===== src/hw/rtl/mpf_pkg.sv =====
// mpf_pkg: shared types and constants of the maximal pattern filter
// used by mpf_cell, mpf_ctrl, maximal_pattern_filter and the testbench; no dependencies
`default_nettype none

package mpf_pkg;

   localparam int ROW_BITS = 32;   // columns of a pattern row that take part
   localparam int MAX_ROWS = 64;   // cells in the chain

   localparam int ROW_W   = 32;    // row_bits / kept_row field width
   localparam int PAT_W   = (ROW_BITS < ROW_W) ? ROW_BITS : ROW_W;
   localparam int TUSER_W = 2;

   // rsp tuser bit positions
   localparam int USER_EMPTY    = 0;
   localparam int USER_OVERFLOW = 1;

   typedef logic [PAT_W-1:0] pat_type;

   typedef enum logic [2:0] {
      OP_HOLD  = 3'd0,
      OP_CMP   = 3'd1,
      OP_CLR   = 3'd2,
      OP_SWAP  = 3'd3,
      OP_APP   = 3'd4,
      OP_SHIFT = 3'd5
   } op_type;

   typedef struct packed {
      op_type  op;
      logic    phase;   // swap pairs start at even cells when 0, odd cells when 1
      pat_type row;
   } cell_ctrl_type;

   typedef struct packed {
      logic    any_sup;   // some cell strictly covers the row
      logic    packed_ok; // valid cells form an unbroken run from cell 0
      logic    full;
      logic    head_vld;
      logic    next_vld;
      pat_type head_pat;
   } chain_status_type;

endpackage

`default_nettype wire


===== src/hw/rtl/mpf_cell.sv =====
// mpf_cell: one storage cell of the pattern chain
// holds a row and its valid bit, compares against the broadcast row; uses mpf_pkg
`default_nettype none

module mpf_cell (
   input  wire                    clock,
   input  wire                    reset,
   input  mpf_pkg::cell_ctrl_type ctrl,
   input  wire                    cell_odd,
   input  wire                    lo_vld,
   input  wire                    up_vld,
   input  mpf_pkg::pat_type       up_pat,
   output logic                   vld,
   output mpf_pkg::pat_type       pat,
   output logic                   sup
);
   import mpf_pkg::*;

   logic    vld_ff, vld_in;
   pat_type pat_ff, pat_in;
   logic    sup_ff, sup_in;
   logic    sub_ff, sub_in;
   logic    lower;

   assign lower = (cell_odd == ctrl.phase);

   always_comb begin
      vld_in = vld_ff;
      pat_in = pat_ff;
      sup_in = sup_ff;
      sub_in = sub_ff;
      case (ctrl.op)
         OP_CMP: begin
            sup_in = vld_ff && (pat_ff != ctrl.row) && ((ctrl.row & ~pat_ff) == '0);
            sub_in = vld_ff && ((pat_ff & ~ctrl.row) == '0);
         end
         OP_CLR: begin
            if (sub_ff) begin
               vld_in = 1'b0;
            end
         end
         OP_SWAP: begin
            // a hole below a valid cell trades places with it
            if (lower) begin
               if (!vld_ff && up_vld) begin
                  vld_in = 1'b1;
                  pat_in = up_pat;
               end
            end else begin
               if (vld_ff && !lo_vld) begin
                  vld_in = 1'b0;
               end
            end
         end
         OP_APP: begin
            if (!vld_ff && lo_vld) begin
               vld_in = 1'b1;
               pat_in = ctrl.row;
            end
         end
         OP_SHIFT: begin
            vld_in = up_vld;
            pat_in = up_pat;
         end
         default: begin
         end
      endcase
   end

   always_ff @(posedge clock) begin
      if (reset) begin
         vld_ff <= 1'b0;
         sup_ff <= 1'b0;
         sub_ff <= 1'b0;
      end else begin
         vld_ff <= vld_in;
         sup_ff <= sup_in;
         sub_ff <= sub_in;
      end
      pat_ff <= pat_in;
   end

   assign vld = vld_ff;
   assign pat = pat_ff;
   assign sup = sup_ff;

endmodule

`default_nettype wire


===== config.mk =====
export PLATFORM = sky130hd
export DESIGN_NAME = mpf_cell
export DESIGN_NICKNAME = d
export VERILOG_FILES = /design/src/hw/rtl/mpf_pkg.sv /design/src/hw/rtl/mpf_cell.sv
export SDC_FILE = /design/constraint.sdc
export NUM_CORES = 1
export LEC_CHECK = 0
export ABC_AREA = 1
export BUFFER_PORTS_ARGS = -buffer_cell sky130_fd_sc_hd__clkbuf_2
export CAP_MARGIN = 0
export CORE_MARGIN = 5
export CORE_UTILIZATION = 40
export CTS_CLUSTER_DIAMETER = 50
export DETAILED_ROUTE_END_ITERATION = 10
export PLACE_DENSITY_LB_ADDON = 0.2
export SYNTH_ARGS = -nofsm -noshare
export SYNTH_HDL_FRONTEND = slang
export SYNTH_SLANG_ARGS = --single-unit

===== constraint.sdc =====
create_clock -name clock -period 16.2 [get_ports clock]
set_input_delay 4.05 -clock clock [delete_from_list [all_inputs] [get_ports clock]]
set_output_delay 4.05 -clock clock [all_outputs]
set_load 0.02 [all_outputs]

---- Word-level counts from Yosys, hierarchy flattened ----
Index checks and enable logic that the tools add are counted.
operators by class
  equal/unequal tests ..................... 13
  muxes and demuxes ....................... 10
  bitwise operators ....................... 4
  reduce and logical (&&, ||, !) cells .... 14
operators with widths
  kind                                                 count
  2-to-1 mux 32 bit                                    3
  one-hot mux 32 bit (3 select lines)                  1
  bitwise AND 32 bit                                   2
  logical NOT 32 bit                                   2
  NOT 32 bit                                           2
  != test 32 bit                                       1
  != test 2 bit, second input constant                 4
  equality test 3 x 2 -> 1 bit, second input constant  2
  equality test 3 bit, second input constant           2
  logical AND 1 bit                                    6
  != test 3 bit, second input constant                 2
  2-to-1 mux 1 bit                                     5
  AND reduction 5 bit                                  1
  one-hot mux 1 bit (4 select lines)                   1
  AND reduction 4 bit                                  1
  nonzero test 4 bit                                   1
  equality test 3 x 1 -> 1 bit, second input constant  1
  nonzero test 3 bit                                   1
  logical NOT 1 bit                                    2
  equality test 1 bit                                  1
word-level totals
  register bits after elaboration ......... 35
  bits of input ports ..................... 73
  output and inout port bits .............. 34
  word-level logic and storage cells ...... 45

---- Logic depth before layout (Yosys ltp) ----
  word-level depth ........................ 5
  depth in mapped cells ................... 9
  depth with buffers taken out ............ 9

---- Worst setup path before layout ----
Ideal clock, no wire load.
  path type ............................... in2reg
  start ................................... input ctrl[35] (netlist name)
  end ..................................... register pat_ff[0], in the netlist pat[0] (enable)
  library setup time ...................... 0.501 ns
  arrival ................................. 7.431 ns
  required time ........................... 15.699 ns
  path slack .............................. 8.267 ns
  stages on the path ...................... 5
  cells stage by stage .................... inv_2 -> nor2_2 -> nand2_1 -> nor2_1 -> nor4_1
between the ends
  word-level cells in the longest chain between the ends .. 3
  elaborated cells on any way between the ends .. 8
  classes of those cells .................. eq/ne: 6; reduce/logical: 2
ends and longest elaborated chain
  what                                                                 line            text
  start, declared                                                      mpf_cell.sv:8   input mpf_pkg::cell_ctrl_type ctrl,
  equality test 3 x 2 -> 1 bit or equality test 3 bit (tied branches)  mpf_cell.sv:32  case (ctrl.op)
  != test 2 bit (no line) or nonzero test 3 bit (tied branches)        n/a
  AND reduction 4 bit (no line) (*)                                    n/a
  end signal, assigned                                                 mpf_cell.sv:80  pat_ff <= pat_in;
  end, declared                                                        mpf_cell.sv:20  pat_type pat_ff, pat_in;
Every way passes the cells marked *; elsewhere a longest branch is shown, timed or not.
A chain may end at the register's enable or synchronous reset.

---- Final worst setup path ----
  start ................................... input ctrl[35] (netlist name)
  end ..................................... register pat_ff[12], in the netlist pat[12] (enable)
The elaborated chain is that of the path after synthesis.

==> impl_metrics.env <==
export IMPL_finalSetupViolations=0
export IMPL_synth_cell_types=23
export IMPL_drc_errors=0
export IMPL_yosysTopAreaCell="edfxtp_1"
export IMPL_end_kind="flop"
export IMPL_tightest_slew_ps=813.9
export IMPL_hold_path_class="flop to flop"
export IMPL_cts_buffer_depth=2
export IMPL_power_per_cell_area_mw_per_mm2=63.22
export IMPL_fp_dieH_um=97.83
export IMPL_cts_sinks=35
export IMPL_cp_arrival_ps=5840
export IMPL_gp_congestion=0.7676
export IMPL_grt_ovfl_total=0
export IMPL_p_leak_uw=0.002106
export IMPL_setup_worst_path_start_class="input port"
export IMPL_htree_levels=2
export IMPL_synth_warnings=0
export IMPL_worstSkewPairLatency_ps=280
export IMPL_grt_pass1_vias=2603
export IMPL_placementRows=32
export IMPL_hold_viol_final=0
export IMPL_grtUsageTotal=0.1515
export IMPL_drt_wl_total_um=7021
export IMPL_synth_seq_area_share=0.3309
export IMPL_synth_area_leaders="edfxtp_1 (31%), ha_1 (26%), nand2_1 (9.1%), inv_1 (8.8%), o21ai_2 (8.5%)"
export IMPL_core_mm2=0.007607
export IMPL_die_w_um=97.83
export IMPL_synthTopCellsByCount="nand2_1 (75), inv_1 (72), ha_1 (65)"
export IMPL_synth_async_reset_ratio=0
export IMPL_post_drt_wl_per_cell_um=12.19
export IMPL_ant_nets=0
export IMPL_path_max_fanout=65
export IMPL_slowest_delay_ps=610
export IMPL_dp_hpwl_um=5818
export IMPL_drive_gt1_frac=0.3207
export IMPL_synth_edf_count=32
export IMPL_drt_pass1_iter_count=4
export IMPL_grt_antenna_before_repair=0
export IMPL_fin_crit_ps=5912
export IMPL_maxCapViolCount=0
export IMPL_cts_inserted_buffers=5
export IMPL_worstSetupPathType="input port to flop"
export IMPL_clk_pin_slew_ps=70
export IMPL_synth_ff_type="edfxtp_1"
export IMPL_cts_hold_buffers=0
export IMPL_ys_ff_latch=35
export IMPL_syn_to_final_growth_pct=22.26
export IMPL_maxSlewHeadroom=0.4574
export IMPL_initial_core_util=0.4056
export IMPL_cts_tree="yes"
export IMPL_final_nets=611
export IMPL_ioPinCount=107
export IMPL_num_antenna_cells=0
export IMPL_fin_util=0.4959
export IMPL_outcome="completed"
export IMPL_cp_cell_sequence="clkbuf_2 -> inv_2 -> nor2_2 -> nand2_2 -> buf_4 -> nor2_1 -> nor4_2 -> buf_4"
export IMPL_crit_top_cell="buf_4"
export IMPL_synth_fp_nets=503
export IMPL_drtIter0Drc=72
export IMPL_netlist_area_mm2=0.003085
export IMPL_ir_drop_mv=0.02574
export IMPL_skew_ps=4.409
export IMPL_cts_setup_buffers=0
export IMPL_vias=2544
export IMPL_fin_setup_tns_ps=0
export IMPL_post_cts_resized=0
export IMPL_synth_top_cell_area_share=0.3114
export IMPL_slowest_stage="buf_4"
export IMPL_io_buffers=106
export IMPL_finalMaxSlewViolations=0
export IMPL_viasPerCell=4.417
export IMPL_grt_max_degree=66
export IMPL_worstPathRequired_ps=16130
export IMPL_finalCritPeriodShare=0.3649
export IMPL_synth_avg_cell_area_um2=8.453
export IMPL_rsz0062_at_grt="false"
export IMPL_synth_most_common_cell="nand2_1"
export IMPL_cts_root_buffer="clkbuf_8"
export IMPL_fmax_mhz=169.2
export IMPL_grt_first_pass_wirelength_um=11740
export IMPL_syn_inst=365
export IMPL_design_die_area_mm2=0.009570
-- state kept, by name (all words and copies together), names as in the netlist --
name	flops
pat	32
sub_ff	1
sup	1
vld	1
-- cells in the final DEF, fill, tap and decap left out --
| cell type | n |
|---|---|
| nand3_2 | 2 |
| o21a_1 | 1 |
| clkbuf_2 | 106 |
| nand4_1 | 1 |
| ha_1 | 65 |
| inv_2 | 2 |
| clkinv_1 | 2 |
| clkbuf_1 | 1 |
| nor2_2 | 2 |
| inv_1 | 72 |
| o21ai_0 | 1 |
| dfxtp_1 | 3 |
| or2_1 | 1 |
| nand3_1 | 6 |
| nor2_1 | 55 |
| nor3_2 | 1 |
| nor3_1 | 2 |
| o21ai_1 | 2 |
| a21oi_1 | 3 |
| nand2_1 | 74 |
| nand2_2 | 1 |
| clkbuf_8 | 5 |
| nor4_2 | 1 |
| buf_4 | 2 |
| o21ai_2 | 30 |
| xor2_1 | 1 |
| edfxtp_1 | 32 |
-- layer usage --
metal / part of all wire / global-route usage / wire length, um
met1: 0.45 / 0.1910 / 3134
met2: 0.48 / 0.2550 / 3397
met3: 0.063 / 0.04571 / 444
met4: 0.0064 / 0.03514 / 45
met5: 0 / 0 / 0
-- cell type report --
cell class / instances / area (um2)
repair buffers: 108 / 545.5
clock buffers: 6 / 72.57
clock inverters: 2 / 7.507
multi-input cells: 249 / 1720
flip-flops and latches: 35 / 1021
well taps: 102 / 127.6
fillers: 802 / 3835
inverters: 74 / 277.8
-- kinds of logic (layout without fill, tap and decap cells) --
group / after synthesis / in the layout / share of synthesized area
AOI/OAI and AO/OA: 37 / 37 / 0.09732
buffers and inverters: 81 / 190 / 0.1144
DFF: 35 / 35 / 0.3309
adders and majority gates: 65 / 65 / 0.2636
and+or+nand+nor: 146 / 146 / 0.1910
xor gates and xnor gates: 1 / 1 / 0.002839
-- power breakdown --
part           internal [uW]  total, uW  switching, uW
logic                   25.8       65.9           40.1
clock network           29.3       60.9           31.5
registers                107        112           4.85
total                    162        238           76.5
-- metrics by stage --
stage	std cells	total power [uW]	worst slack (ps)	area (um2)	hold slack (ps)
final	576	238.5	10290	3772	481.6
after global routing	576	255.8	10080	3772	503.9
after CTS	576	243.2	10230	3772	490.1
after detailed placement	568	180.9	9930	3692	478.9
after global placement	568	179.6	9974	3692	463.5
after floorplan	365	155.5	8267	3085	518.8
-- path summary, 6_finish.rpt --
path | cells past startpoint | slack [ps] | end | start
setup / recovery | 8 | 10290 | pat[12]$_DFFE_PP_ | ctrl[35]
hold / removal | 2 | 480 | sup$_SDFFE_PP0N_ | sup$_SDFFE_PP0N_
setup reg to reg | 4 | 14590 | pat[12]$_DFFE_PP_ | vld$_SDFFE_PP0P_
hold reg to reg | 2 | 480 | sup$_SDFFE_PP0N_ | sup$_SDFFE_PP0N_
-- critical path: cells and delay by family --
| kind | cells | cell delay (ps) |
|---|---|---|
| buffers and inverters | 4 | 1240 |
| and+or+nand+nor | 4 | 530 |
(Power assumes the default switching activity.)
