<file path="config.mk">
export PLATFORM = sky130hd
export DESIGN_NAME = mpf_ctrl
export DESIGN_NICKNAME = d
export VERILOG_FILES = /design/src/hw/rtl/mpf_pkg.sv /design/src/hw/rtl/mpf_ctrl.sv
export SDC_FILE = /design/constraint.sdc
export NUM_CORES = 1
export LEC_CHECK = 0
export ABC_AREA = 1
export BUFFER_PORTS_ARGS = -buffer_cell sky130_fd_sc_hd__clkbuf_2
export CORE_UTILIZATION = 35
export CTS_BUF_LIST = sky130_fd_sc_hd__clkbuf_8
export DETAILED_ROUTE_END_ITERATION = 7
export PLACE_DENSITY = 0.69
export REMOVE_ABC_BUFFERS = 1
export SLEW_MARGIN = 20
export SYNTH_ARGS = -nofsm -noshare
export SYNTH_HDL_FRONTEND = slang
export SYNTH_SLANG_ARGS = --single-unit
export TNS_END_PERCENT = 5
</file>
<file path="constraint.sdc">
create_clock -name clock -period 2.65 [get_ports clock]
set_input_delay 0.1325 -clock clock [delete_from_list [all_inputs] [get_ports clock]]
set_output_delay 0.1325 -clock clock [all_outputs]
set_load 0.05 [all_outputs]
</file>
<file path="src/hw/rtl/mpf_pkg.sv">
// mpf_pkg: shared types and constants of the maximal pattern filter
// used by mpf_cell, mpf_ctrl, maximal_pattern_filter and the testbench; no dependencies
`default_nettype none

package mpf_pkg;

   localparam int ROW_BITS = 32;   // columns of a pattern row that take part
   localparam int MAX_ROWS = 64;   // cells in the chain

   localparam int ROW_W   = 32;    // row_bits / kept_row field width
   localparam int PAT_W   = (ROW_BITS < ROW_W) ? ROW_BITS : ROW_W;
   localparam int TUSER_W = 2;

   // rsp tuser bit positions
   localparam int USER_EMPTY    = 0;
   localparam int USER_OVERFLOW = 1;

   typedef logic [PAT_W-1:0] pat_type;

   typedef enum logic [2:0] {
      OP_HOLD  = 3'd0,
      OP_CMP   = 3'd1,
      OP_CLR   = 3'd2,
      OP_SWAP  = 3'd3,
      OP_APP   = 3'd4,
      OP_SHIFT = 3'd5
   } op_type;

   typedef struct packed {
      op_type  op;
      logic    phase;   // swap pairs start at even cells when 0, odd cells when 1
      pat_type row;
   } cell_ctrl_type;

   typedef struct packed {
      logic    any_sup;   // some cell strictly covers the row
      logic    packed_ok; // valid cells form an unbroken run from cell 0
      logic    full;
      logic    head_vld;
      logic    next_vld;
      pat_type head_pat;
   } chain_status_type;

endpackage

`default_nettype wire

</file>
<file path="src/hw/rtl/mpf_ctrl.sv">
// mpf_ctrl: sequencer and output register of the maximal pattern filter
// drives the cell chain commands from chain status; uses mpf_pkg
`default_nettype none

module mpf_ctrl (
   input  wire                          clock,
   input  wire                          reset,
   input  wire                          req_tvalid,
   output logic                         req_tready,
   input  wire  [mpf_pkg::ROW_W-1:0]    req_tdata,   // row_bits
   input  wire                          req_tlast,   // last_row
   output logic                         rsp_tvalid,
   input  wire                          rsp_tready,
   output logic [mpf_pkg::ROW_W-1:0]    rsp_tdata,   // kept_row
   output logic                         rsp_tlast,   // last_out
   output logic [mpf_pkg::TUSER_W-1:0]  rsp_tuser,   // empty_set, overflow
   input  mpf_pkg::chain_status_type    status,
   output mpf_pkg::cell_ctrl_type       cell_ctrl
);
   import mpf_pkg::*;

   typedef enum logic [4:0] {
      ST_IDLE  = 5'b00001,
      ST_CMP   = 5'b00010,
      ST_CLR   = 5'b00100,
      ST_PACK  = 5'b01000,
      ST_DRAIN = 5'b10000
   } state_type;

   state_type          state_ff, state_in;
   pat_type            row_ff, row_in;
   logic               last_ff, last_in;
   logic               phase_ff, phase_in;
   logic               over_ff, over_in;
   logic               rsp_vld_ff, rsp_vld_in;
   logic [ROW_W-1:0]   rsp_data_ff, rsp_data_in;
   logic               rsp_last_ff, rsp_last_in;
   logic [TUSER_W-1:0] rsp_user_ff, rsp_user_in;
   op_type             op;
   logic               out_free;
   state_type          done_state;

   assign out_free   = !rsp_vld_ff || rsp_tready;
   assign done_state = last_ff ? ST_DRAIN : ST_IDLE;

   always_comb begin
      state_in    = state_ff;
      row_in      = row_ff;
      last_in     = last_ff;
      phase_in    = phase_ff;
      over_in     = over_ff;
      rsp_vld_in  = out_free ? 1'b0 : rsp_vld_ff;
      rsp_data_in = rsp_data_ff;
      rsp_last_in = rsp_last_ff;
      rsp_user_in = rsp_user_ff;
      op          = OP_HOLD;
      case (state_ff)
         ST_IDLE: begin
            if (req_tvalid) begin
               row_in  = req_tdata[PAT_W-1:0];
               last_in = req_tlast;
               if (req_tdata[PAT_W-1:0] != '0) begin
                  state_in = ST_CMP;
               end else if (req_tlast) begin
                  state_in = ST_DRAIN;
               end
            end
         end
         ST_CMP: begin
            op       = OP_CMP;
            state_in = ST_CLR;
         end
         ST_CLR: begin
            if (status.any_sup) begin
               state_in = done_state;
            end else begin
               op       = OP_CLR;
               phase_in = 1'b0;
               state_in = ST_PACK;
            end
         end
         ST_PACK: begin
            if (status.packed_ok) begin
               if (status.full) begin
                  over_in = 1'b1;
               end else begin
                  op = OP_APP;
               end
               state_in = done_state;
            end else begin
               op       = OP_SWAP;
               phase_in = !phase_ff;
            end
         end
         ST_DRAIN: begin
            if (out_free) begin
               rsp_vld_in                = 1'b1;
               rsp_user_in[USER_OVERFLOW] = over_ff;
               if (status.head_vld) begin
                  op                     = OP_SHIFT;
                  rsp_data_in            = ROW_W'(status.head_pat);
                  rsp_last_in            = !status.next_vld;
                  rsp_user_in[USER_EMPTY] = 1'b0;
                  if (!status.next_vld) begin
                     over_in  = 1'b0;
                     state_in = ST_IDLE;
                  end
               end else begin
                  rsp_data_in            = '0;
                  rsp_last_in            = 1'b1;
                  rsp_user_in[USER_EMPTY] = 1'b1;
                  over_in                = 1'b0;
                  state_in               = ST_IDLE;
               end
            end
         end
         default: begin
            state_in = ST_IDLE;
         end
      endcase
   end

   always_ff @(posedge clock) begin
      if (reset) begin
         state_ff   <= ST_IDLE;
         phase_ff   <= 1'b0;
         over_ff    <= 1'b0;
         rsp_vld_ff <= 1'b0;
         last_ff    <= 1'b0;
      end else begin
         state_ff   <= state_in;
         phase_ff   <= phase_in;
         over_ff    <= over_in;
         rsp_vld_ff <= rsp_vld_in;
         last_ff    <= last_in;
      end
      row_ff      <= row_in;
      rsp_data_ff <= rsp_data_in;
      rsp_last_ff <= rsp_last_in;
      rsp_user_ff <= rsp_user_in;
   end

   assign req_tready      = (state_ff == ST_IDLE);
   assign rsp_tvalid      = rsp_vld_ff;
   assign rsp_tdata       = rsp_data_ff;
   assign rsp_tlast       = rsp_last_ff;
   assign rsp_tuser       = rsp_user_ff;
   assign cell_ctrl.op    = op;
   assign cell_ctrl.phase = phase_ff;
   assign cell_ctrl.row   = row_ff;

endmodule

`default_nettype wire

</file>
### Word-level counts from Yosys, hierarchy flattened

Index checks and enable logic that the tools add are counted.

* input bits: 74
* word-level logic and storage cells: 63
* output and inout port bits: 73
* flip-flop bits (word level): 76

* muxes and demuxes: 29
* equal/unequal tests: 13
* reductions and logical operators: 12

Operator list (count)
* 5-bit two-way mux: 9
* 32-bit nonzero test: 1
* 5-bit one-hot mux with 5 select lines: 1
* 3-bit two-way mux: 4
* 2-bit != test (second input constant): 6
* 3-bit one-hot mux with 4 select lines: 1
* 1-bit two-way mux: 11
* 5-bit AND reduction: 2
* 5-bit by 1-bit == test with 1-bit output (second input constant): 1
* 5-bit by 2-bit == test with 1-bit output (second input constant): 1
* 5-bit by 3-bit == test with 1-bit output (second input constant): 1
* 5-bit by 4-bit == test with 1-bit output (second input constant): 1
* 5-bit == test (second input constant): 1
* 1-bit one-hot mux with 2 select lines: 2
* 2-bit AND reduction: 2
* 2-bit nonzero test: 2
* 1-bit logical NOT: 3
* 3-bit by 1-bit != test with 1-bit output (second input constant): 1
* 3-bit != test (second input constant): 1
* 3-bit AND reduction: 1
* 2-bit two-way mux: 1
* 1-bit logical OR: 1

### Longest topological paths before layout

* word-level depth: 5
* mapped depth: 12
* gate-level depth less buffers: 12

### Worst setup path before layout

OpenSTA, ideal clock, no wires.

* path type: register -> output
* from: reg state_ff[4]
* to: out cell_ctrl[33] in the netlist's numbering
* path slack: -360 ps
* buffers on the path: 0
* cell stages (with the launch flop): 7
* arrival time: 2877 ps
* data required time: 2518 ps
* cells stage by stage: dfxtp_1 -> inv_1 -> nor3_2 -> inv_1 -> nor2_1 -> nand2_1 -> nand3_1

RTL lines
* start: declaration: RTL line mpf_ctrl.sv:30 `state_type state_ff, state_in;`
* start signal: assignment: RTL line mpf_ctrl.sv:131 `state_ff <= state_in;`
* end: declaration: RTL line mpf_ctrl.sv:18 `output mpf_pkg::cell_ctrl_type cell_ctrl`

==> results.toml <==
[outcome]
status = "finished, final reports clean"

[logic_synthesis]
avgSynthCellArea_um2 = 11.96
async_flop_share_pct = 0
yosysMostFrequentCell = "edfxtp_1"
synth_ff_type = "edfxtp_1"
synth_cells = 247
synth_warnings = 0
synth_area_leaders = "edfxtp_1, nand2_1, dfxtp_1, inv_1, nor2_1"
synth_common_cells = "edfxtp_1, nand2_1, inv_1"
synth-edff-count = 67
yosysTopAreaCell = "edfxtp_1"
ys_types = 25
yosysTopAreaCellShare_pct = 68.08
synth_area_mm2 = 0.002955
ys_ff_latch = 76
ys_seq_area_share_pct = 74.17

[final_layout]
seq_area_mm2 = 0.002192
stdcell_area_mm2 = 0.004312
num-nets-final = 507
drive_above_1_share_pct = 41.10
n_antenna_cell = 0
n_fill_cell = 721
syn2layout_area_growth_pct = 45.89
multiInputGateArea_um2 = 556.8

[global_route]
grt_pass1_vias = 2154
antenna_found_initial = 0
grt_max_degree = 36
grtUsageTotal_pct = 15.57
grt_pass1_wl_mm = 10.14
grt_overflow = 0

[timing]
fin_ws_ps = 768.7
worstMarginPinSlew_ps = 684.4
drv_slew = 0
fin_tns_setup_ps = 0
hold_ws_ps = 44.91
rsz0062_at_grt = "no"
maxSlewHeadroom_pct = 54.37
skew_ps = 6.526
finalCritPeriodShare_pct = 70.99
period_minus_slack_ps = 1881
hold_viol_final = 0
setup_viol = 0
max_freq_mhz = 531.5

[clock_network]
clock_latency_ps = 330
cts_buffer_depth = 2
cts_tree = "yes"
cts_sinks = 76
clk_pin_slew_ps = 80
cts_buffers = 9
htree_levels = 3
root_buffer = "clkbuf_8"

[routing]
dr.pass1.iters = 4
routed-via-count = 2345
wirelength_mm = 6.767
drt_iter0_drc = 92
antenna_left = 0
routed_via_density = 4.319
route.detailed.drc = 0
wl_per_cell_um = 12.46

[floorplan]
die_x_um = 93.89
initial_utilization_pct = 36.15
core_area_mm2 = 0.008175
die_h_um = 93.89
placement_rows = 33
io_pins = 147
die_area_mm2 = 0.008815

[critical_path]
worstPathCellList = "inv_1, nor3_2, inv_1, nor2_4, nand2_1, o31ai_1, clkbuf_2"
critPathMaxFanout = 4
cp_common_cell = "inv_1"
crit_path_end_kind = "output pin"
worst_ep_required_time_ps = 2520
slowest_stage = "dfxtp_1"
arrival_ps = 1750
slowest_delay_ps = 380
r2r-start = "state_ff[2]$_SDFFE_PP0P_"
r2r_slack_ps = 930
critical_path.startpoint_type = "flop"
crit_path_start = "state_ff[4]$_SDFFE_PP0P_"
criticalPathCategory = "flop to output pin"

[pwr]
leakage_nw = 2.112
ir_worst_vdd_mv = 0.2781
power.density_mw_per_mm2 = 674.6

[place]
routabilityCongestion = 0.7991
dp_hpwl_mm = 4.830
pre_cts_slack_ps = 941.7
dpl_cell_area_mm2 = 0.003816
port_buffers = 146

[worst_hold_path]
min_from = "status[20]"
worstHoldPathType = "input pin to flop"

[flow_run]
drv_cap = 0
==> timing repair <==
item	CTS	global route
hold buffers	32	0
endpoints found under the hold margin	32	0
setup buffers	0	0
gates resized for setup	0	0
==> layer usage <==
layer	wire length (um)	track usage, %
met5	0	0
met4	170	8.077
met3	343	3.074
met2	3545	27.01
met1	2708	18.17
==> state kept, by name, summed over array words and instances, names as in the netlist, named ones only <==
name and cells:
last_ff 1, over_ff 1, phase_ff 1, row_ff 32, rsp_tdata 32, rsp_tlast 1, rsp_tuser 2, state_ff 5
==> final cells by class <==
class                           instances  share of cell area, %
Sequential cell                        76                  50.84
Multi-Input combinational cell        116                  12.91
Clock inverter                          7                  1.190
Tap cell                              105                  3.047
Clock buffer                            9                  2.873
Timing Repair Buffer                  180                  24.72
Inverter                               50                  4.411
==> worst max-delay path: cells and delay by family, from the launching register on <==
kind	cells	cell delay [ps]
flip-flops	1	380
AND/OR/NAND/NOR	3	390
AO/OA/AOI/OAI	1	100
buffers and inverters	3	530
==> placed cells by master, fill, tap and decap left out, drive strengths merged, types with 2 or more instances in the layout <==
master / instances
clkbuf: 155
nand2: 60
dlygate4sd3: 32
a21oi: 4
nor3: 2
clkinvlp: 4
nand3: 7
buf: 2
o21ai: 4
edfxtp: 67
nor2: 31
nand4: 4
dfxtp: 9
inv: 52
==> logic make-up (layout without fill, tap and decap cells) <==
| kind of cell | after synthesis | in the layout | synth area share (%) |
|---|---|---|---|
| AND/OR/NAND/NOR | 106 | 106 | 16.77 |
| flip-flops | 76 | 76 | 74.17 |
| buffers and inverters | 55 | 246 | 7.240 |
| AO/OA/AOI/OAI | 10 | 10 | 1.821 |
==> power by group <==
group	total, W	switching [W]	leakage (nW)	internal (W)
combinational	0.000686	0.000513	1.34	0.000173
clock	0.000770	0.000427	0.0759	0.000342
sequential	0.00145	0.0000303	0.696	0.00142
total	0.00291	0.000971	2.11	0.00194
==> final timing paths <==
kind | to | cells after the start
max reg2reg | row_ff[20]$_DFFE_PP_ | 8
max | cell_ctrl[35] | 7
min | rsp_tdata[20]$_SDFFCE_PN0P_ | 3
min reg2reg | phase_ff$_SDFFE_PP0P_ | 1
==> stage by stage <==
stage | total power, W | utilization [%] | instances
5_1_grt | 0.003036 | 52.74 | 543
3_3_place_gp | 0.002118 | 46.68 | 495
3_5_place_dp | 0.002131 | 46.68 | 495
2_1_floorplan | 0.001939 | - | 242
4_1_cts | 0.002938 | 52.74 | 543
6_report | 0.002909 | 52.74 | 543
(Power assumes the default switching activity.)
